$ cat src/assert_macros.svh
// Assertion macros shared by the vertex de-duplication RTL.
`ifndef ASSERT_MACROS_SVH
`define ASSERT_MACROS_SVH

// Checked on every rising edge outside reset.
`define VAD_ASSERT(lbl, prop, msg) \
  lbl: assert property (@(posedge clk_i) disable iff (!rst_ni) prop) else $error(msg);

// Checked on every rising edge, reset included.
`define VAD_ASSERT_ALWAYS(lbl, prop, msg) \
  lbl: assert property (@(posedge clk_i) prop) else $error(msg);

`endif

$ cat src/vad_pkg.sv
// Shared constants and controller/datapath interface types for vertex de-duplication.
package vad_pkg;

  localparam int unsigned TABLE_DEPTH = 256;
  localparam int unsigned ADDR_W      = (TABLE_DEPTH > 1) ? $clog2(TABLE_DEPTH) : 1;
  localparam int unsigned CNT_W       = $clog2(TABLE_DEPTH + 1);
  localparam int unsigned WORD_W      = 32;
  localparam int unsigned IDX_W       = 8;

  typedef struct packed {
    logic start;   // capture the vertex and clear the search
    logic scan;    // step the table scan
    logic commit;  // append misses and load the result
  } vad_cmd_t;

  typedef struct packed {
    logic scan_done;
  } vad_sts_t;

endpackage

$ cat src/vad_ctrl.sv
// Controller state machine: accept a vertex, run the scan, commit, present the result.
`include "assert_macros.svh"

module vad_ctrl (
  input  logic              clk_i,
  input  logic              rst_ni,
  input  logic              in_valid_i,
  output logic              in_ready_o,
  output logic              out_valid_o,
  input  logic              out_ready_i,
  input  vad_pkg::vad_sts_t sts_i,
  output vad_pkg::vad_cmd_t cmd_o
);

  localparam logic [1:0] ST_IDLE = 2'd0;
  localparam logic [1:0] ST_SCAN = 2'd1;
  localparam logic [1:0] ST_OUT  = 2'd2;

  logic [1:0] state_q, state_d;

  always_comb begin
    state_d      = state_q;
    cmd_o        = '0;
    in_ready_o   = 1'b0;
    out_valid_o  = 1'b0;
    case (state_q)
      ST_IDLE: begin
        in_ready_o = 1'b1;
        if (in_valid_i) begin
          cmd_o.start = 1'b1;
          state_d     = ST_SCAN;
        end
      end
      ST_SCAN: begin
        cmd_o.scan = 1'b1;
        if (sts_i.scan_done) begin
          cmd_o.commit = 1'b1;
          state_d      = ST_OUT;
        end
      end
      ST_OUT: begin
        out_valid_o = 1'b1;
        if (out_ready_i) begin
          state_d = ST_IDLE;
        end
      end
      default: begin
        state_d = ST_IDLE;
      end
    endcase
  end

  always_ff @(posedge clk_i or negedge rst_ni) begin
    if (!rst_ni) begin
      state_q <= ST_IDLE;
    end else begin
      state_q <= state_d;
    end
  end

  `VAD_ASSERT_ALWAYS(a_reset_idle, !rst_ni |=> (state_q == ST_IDLE), "controller not idle in reset")
  `VAD_ASSERT(a_ready_xor_valid, !(in_ready_o && out_valid_o), "input and output open together")
  `VAD_ASSERT(a_commit_to_out, cmd_o.commit |=> out_valid_o, "commit did not present a result")

endmodule

$ cat config.mk
export PLATFORM = sky130hd
export DESIGN_NAME = vad_ctrl
export DESIGN_NICKNAME = d
export VERILOG_FILES = /design/src/vad_pkg.sv /design/src/vad_ctrl.sv
export VERILOG_INCLUDE_DIRS = /design/src /design/src/src
export SDC_FILE = /design/constraint.sdc
export NUM_CORES = 1
export LEC_CHECK = 0
export BUFFER_PORTS_ARGS = -buffer_cell sky130_fd_sc_hd__buf_2
export CAP_MARGIN = 20
export CELL_PAD_IN_SITES_DETAIL_PLACEMENT = 1
export CELL_PAD_IN_SITES_GLOBAL_PLACEMENT = 1
export CORE_AREA = 4 4 41 43
export DETAILED_ROUTE_END_ITERATION = 12
export DIE_AREA = 0 0 45 47
export PLACE_DENSITY_LB_ADDON = 0.1
export RECOVER_POWER = 100
export SYNTH_ARGS = -nofsm -noshare
export SYNTH_HDL_FRONTEND = slang
export SYNTH_SLANG_ARGS = --single-unit
export TNS_END_PERCENT = 1
$ cat constraint.sdc
create_clock -name clk_i -period 0.86 [get_ports clk_i]
set_input_delay 0.129 -clock clk_i [delete_from_list [all_inputs] [get_ports clk_i]]
set_output_delay 0.129 -clock clk_i [all_outputs]
set_load 0.1 [all_outputs]
==> results of run 1 <==
layout make-up:
| class | instances | area [µm²] | share of cell area, % |
|---|---|---|---|
| Tap cell | 15 | 18.8 | 5.68 |
| Sequential cell | 2 | 52.6 | 15.9 |
| Inverter | 1 | 3.75 | 1.14 |
| Clock buffer | 3 | 22.5 | 6.82 |
| Multi-Input combinational cell | 9 | 77.6 | 23.5 |
| Timing Repair Buffer | 13 | 155 | 47.0 |
how the worst min path moves through the flow:
stage / end / start / slack (ps)
2_1_floorplan: state_q[0]$_DFFE_PN0P_ / rst_ni / -170
3_3_place_gp: state_q[1]$_DFFE_PN0P_ / rst_ni / -90
3_5_place_dp: state_q[0]$_DFFE_PN0P_ / rst_ni / -80
4_1_cts: state_q[1]$_DFFE_PN0P_ / out_ready_i / 170
5_1_grt: state_q[1]$_DFFE_PN0P_ / out_ready_i / 180
6_report: state_q[1]$_DFFE_PN0P_ / out_ready_i / 170
timing repair:
| item | CTS | global route |
|---|---|---|
| gates cloned | 0 | 0 |
| endpoints found under the hold margin | 2 | 0 |
| resized for setup | 3 | 1 |
| endpoints found under the setup margin | 7 | 7 |
| buffers inserted | 1 | 0 |
| hold buffers | 1 | 0 |
| pin swaps | 1 | 1 |
cell families after synthesis:
kind of cell / Yosys count
simple gates: 7
compound gates: 2
buf+inv: 1
flops: 2
stage by stage:
stage          util (%)  cell area [µm²]
4_1_cts            25.4              330
2_1_floorplan         -              130
5_1_grt            25.4              330
3_5_place_dp       21.8              284
6_report           25.4              330
3_3_place_gp       21.8              284
worst reg2reg max path, stage by stage, from the launching register on:
cell and delay [ps]:
dfrtp_2 440, buf_6 140, nor2b_4 130, buf_4 110, a21o_1 90
metal layers:
layer  part of all wire, %  wire length, µm
met1                    33              123
met2                    48              182
met3                    14               53
met4                   4.5               17
met5                     0                0
layout by cell type, fill, tap and decap left out, types with 2 or more instances in the layout:
| cell type | n |
|---|---|
| clkbuf_4 | 3 |
| buf_2 | 3 |
| nand2b_1 | 2 |
| dfrtp_2 | 2 |
| buf_4 | 2 |
| buf_12 | 5 |
==> results by group, run 1 <==
Yosys
  • Top cells by area, synth: dfrtp_1, nand2b_1, and2b_2, and3b_1, a21o_1
  • Yosys warns: 0
  • Largest family of logic cells by synthesized area: simple AND/OR/NAND/NOR gates
  • Synth Area in Simple Gates: 41.1%
  • EDFF count, synth: 0
  • Post-synth top area share: 44.4%
  • Post-synthesis xor/xnor area fraction: 0%
  • Post-synthesis adder-cell area fraction: 0%
  • Syn nets: 17
  • Netlist Area Pre-Place: 113 µm²
  • Netlist cell types: 10
  • Async SR Flop Fraction: 100%
  • Ys flop type: dfrtp_1
  • Seq/Total Area, Yosys: roughly 44%
  • Multiplexer share of the synthesized area: 0%
  • Largest area contributor in the netlist: dfrtp_1
  • Avg Inst Size Synth: 9.38 µm²
  • Most frequent cells after synthesis: dfrtp_1, nand2b_1
  • Cell count after synthesis: 12
  • Synth Area in Compound Gates: between 10% and 20%
  • Yosys reg bits: 2

Drt
  • Post-route ant nets: 0
  • WL final: between 300 and 400 µm
  • Drt first pass iters: 1
  • DR WL/cell: 8.74 µm
  • Via Count: around 140
  • Drt drc: 0
  • Via density: about 3.3
  • Number of DRC markers in iteration 0: 0

Floorplan
  • CORE AREA: roughly 1300 µm²
  • Ports: 10
  • FP Rows: 13
  • DIE HEIGHT: between 40 and 50 µm
  • Die W: 45 µm
  • Die Area: around 2100 µm²
  • Initial core utilization: under 10%

Flow run
  • MaxCap Viol Count: 0

Global route
  • Via count of the first global-routing pass: roughly 140
  • GR Layer Usage met1: between 2 and 2.5%
  • First-pass GRT wire length: 489 µm
  • Grt ovf: 0
  • Largest net degree at the start of global routing: 7
  • Total Routing Usage GR: under 10%
  • GR peak layer: met4
  • Met3 Track Usage GR: around 1.5%
  • Initial antenna violation count: 0
  • Grt met2 use: under 10%

Finish
  • Post-route insts no fill: 43
  • Ant diodes: 0
  • Max reg flops: 2
  • Layout filler cell count: approximately 150
  • Area delta synth->final: 193%
  • Layout cells sized above 1: between 70% and 80%
  • Biggest regs: state_q x2
  • Biggest register: state_q
  • Final nets: 35

Setup path
  • Largest stage delay on the critical path: around 430 ps
  • CP max stage cell: dfrtp_2
  • Startpoint Class: flip-flop
  • Worst path required time: about 730 ps
  • Crit path DAT: between 1000 and 1500 ps
  • CP endpoint kind: output pin
  • Worst reg2reg startpoint: state_q[0]$_DFFE_PN0P_
  • CP bufs+invs: 1
  • R2R cell count: 4
  • FF-to-FF setup slack: -120 ps
  • Setup Crit Path Kind: reg2out
  • Sequence of cells on the critical path: and3b_2, buf_12
  • Worst Setup SP: state_q[1]$_DFFE_PN0P_
  • Crit. path cell count: 2
  • Kind of cell adding the most delay to the critical path: flip-flops
  • Critical path endpoint: cmd_o[0]
  • Worst r2r dst: state_q[1]$_DFFE_PN0P_
  • CP max FO: 5

Place
  • PortBufs: 9
  • Placed Cells: 38
  • RD Place Congestion: 0.620
  • Place WS: -196 ps

Clock tree
  • CTS tree: built
  • TritonCTS buffer count: 3
  • Max Root-Sink Buffers: 2
  • Clk sinks: 2
  • CTS root buffer: clkbuf_4
  • Clock latency on the worst-skew pair: 230 ps
  • H-tree lvl count: 1
  • Clk slew on worst S/H paths: 30 ps

Timing
  • Hold Vio Cnt, Final: 0
  • Setup Skew: between 1.5 and 2 ps
  • Fmax: ~800 MHz
  • Worst-Margin Slew: about 150 ps
  • Crit share post-route: 145%
  • # setup viols final: 6
  • Post-layout min period: roughly 1200 ps
  • Max Transition Viols Final: 0
  • Min Hold Slack: 174 ps
  • TNS Setup: -1920 ps
  • Smallest setup slack after layout: -385 ps
  • Slew margin rel.: approximately nine tenths
  • RSZ-0062 raised after global routing: true

Min path
  • Min-delay worst type: in2reg
  • Hold path cells: 3

Outcome
  • Failing checks: setup timing
  • Status: finished with violations
Power of run 1 is left out: the tool's default activity adds up to more than one toggle a clock period on the data nets, which glitch-free logic cannot reach.
==> run 2, diff against run 1 <==
- PLACE_DENSITY: default -> 0.37
- PLACE_DENSITY_LB_ADDON: 0.1 -> default
==> results by group, run 2 (same netlist as run 1, synthesis figures left out) <==
Flow run
  • MaxCap Viol Count: 0

Clock tree
  • Clk sinks: 2
  • Clock latency on the worst-skew pair: about 220 ps
  • Setup Fix Bufs, Post-CTS: 0
  • CTS tree: built
  • Clk slew on worst S/H paths: 30 ps
  • CTS root buffer: clkbuf_4
  • Max Root-Sink Buffers: 2
  • TritonCTS buffer count: 3
  • H-tree lvl count: 1

Place
  • RD Place Congestion: 0.612
  • Placed Cells: 37
  • PortBufs: 9
  • Place WS: -228 ps

Floorplan
  • DIE HEIGHT: between 40 and 50 µm
  • FP Rows: 13
  • Die Area: around 2100 µm²
  • Die W: approximately 45 µm
  • Ports: 10
  • CORE AREA: approximately 1300 µm²
  • Initial core utilization: under 10%

Global route
  • Largest net degree at the start of global routing: 7
  • First-pass GRT wire length: between 500 and 600 µm
  • Via count of the first global-routing pass: ~140
  • Total Routing Usage GR: under 10%
  • Initial antenna violation count: 0
  • Grt ovf: 0

Timing
  • TNS Setup: -1820 ps
  • Hold Vio Cnt, Final: 0
  • Crit share post-route: 144%
  • # setup viols final: 6
  • Worst-Margin Slew: ~160 ps
  • RSZ-0062 raised after global routing: true
  • Smallest setup slack after layout: -377 ps
  • Post-layout min period: ~1200 ps
  • Setup Skew: approximately 3.5 ps
  • Fmax: 809 MHz
  • Slew margin rel.: 89.4%
  • Max Transition Viols Final: 0

Outcome
  • Failing checks: setup timing
  • Status: finished with violations

Finish
  • Biggest regs: state_q x2
  • Biggest register: state_q
  • Commonest non-fill, non-tap cells in the layout: buf_12, clkbuf_4, buf_2
  • Area delta synth->final: 177%
  • Layout cells sized above 1: between 70% and 80%
  • Commonest non-fill, non-tap cell in the layout: buf_12
  • Layout filler cell count: 154
  • Max reg flops: 2
  • Ant diodes: 0
  • Final nets: 33
  • Post-route insts no fill: a little over 40

Drt
  • Drt drc: 0
  • Post-route ant nets: 0
  • Drt first pass iters: 2
  • Via density: about 3.3
  • WL final: roughly 360 µm
  • Via Count: between 100 and 150
  • Number of DRC markers in iteration 0: 1
  • DR WL/cell: between 8 and 9 µm

Setup path
  • Crit path DAT: between 1000 and 1500 ps
  • Setup Crit Path Kind: reg2out
  • CP max FO: 5
  • CP max stage cell: dfrtp_2
  • Sequence of cells on the critical path: and3b_2, buf_12
  • Startpoint Class: flip-flop
  • Worst path required time: ~730 ps
  • R2R cell count: 2
  • Largest stage delay on the critical path: between 400 and 500 ps
  • CP endpoint kind: output pin

Min path
  • Min-delay worst type: in2reg
  • Hold path cells: 3
[run 2: cell type report]
type | instances | area (µm²) | area share [%]
Sequential cell | 2 | 52.6 | 16.9
Timing Repair Buffer | 11 | 136 | 43.8
Clock buffer | 3 | 22.5 | 7.23
Multi-Input combinational cell | 9 | 77.6 | 24.9
Inverter | 1 | 3.75 | 1.20
Tap cell | 15 | 18.8 | 6.02
[run 2: worst max-delay path: cells and delay by family (launching register included)]
family / cells / cell delay [ps]
flops: 1 / 430
simple gates: 1 / 280
buf+inv: 1 / 180
[run 2: timing repair]
| action | in CTS | in global routing |
|---|---|---|
| hold buffers | 1 | 0 |
| endpoints found under the hold margin | 2 | 0 |
| pin swaps | 0 | 1 |
| resized for setup | 3 | 0 |
| endpoints found under the setup margin | 7 | 7 |
[run 2: worst paths after layout]
kind                                        start                endpoint  slack [ps]
min                                   out_ready_i  state_q[1]$_DFFE_PN0P_         170
max                        state_q[1]$_DFFE_PN0P_                cmd_o[0]        -380
max in group asynchronous                  rst_ni  state_q[1]$_DFFE_PN0P_         500
max reg2reg                state_q[0]$_DFFE_PN0P_  state_q[1]$_DFFE_PN0P_        -110
min reg2reg                state_q[1]$_DFFE_PN0P_  state_q[0]$_DFFE_PN0P_         490
min in group asynchronous                  rst_ni  state_q[0]$_DFFE_PN0P_         220
[run 2: through the flow]
step	area (µm²)	util (%)	hold slack [ps]
floorplan	130	-	-167
global placement	277	21.3	-86.5
detailed placement	277	21.3	-84.2
CTS	313	24.0	170
global route	312	23.9	184
finish	312	23.9	175
[run 2: per-layer routing]
layer / routed length (µm) / vias to the layer above / GRT usage, %
li1: - / 67 / -
met1: 129 / 61 / 3.64
met2: 192 / 7 / 5.65
met3: 36 / 0 / 2.30
met4: 0 / 0 / 5.26
met5: 0 / - / 0
Power of run 2 is left out for the same reason.
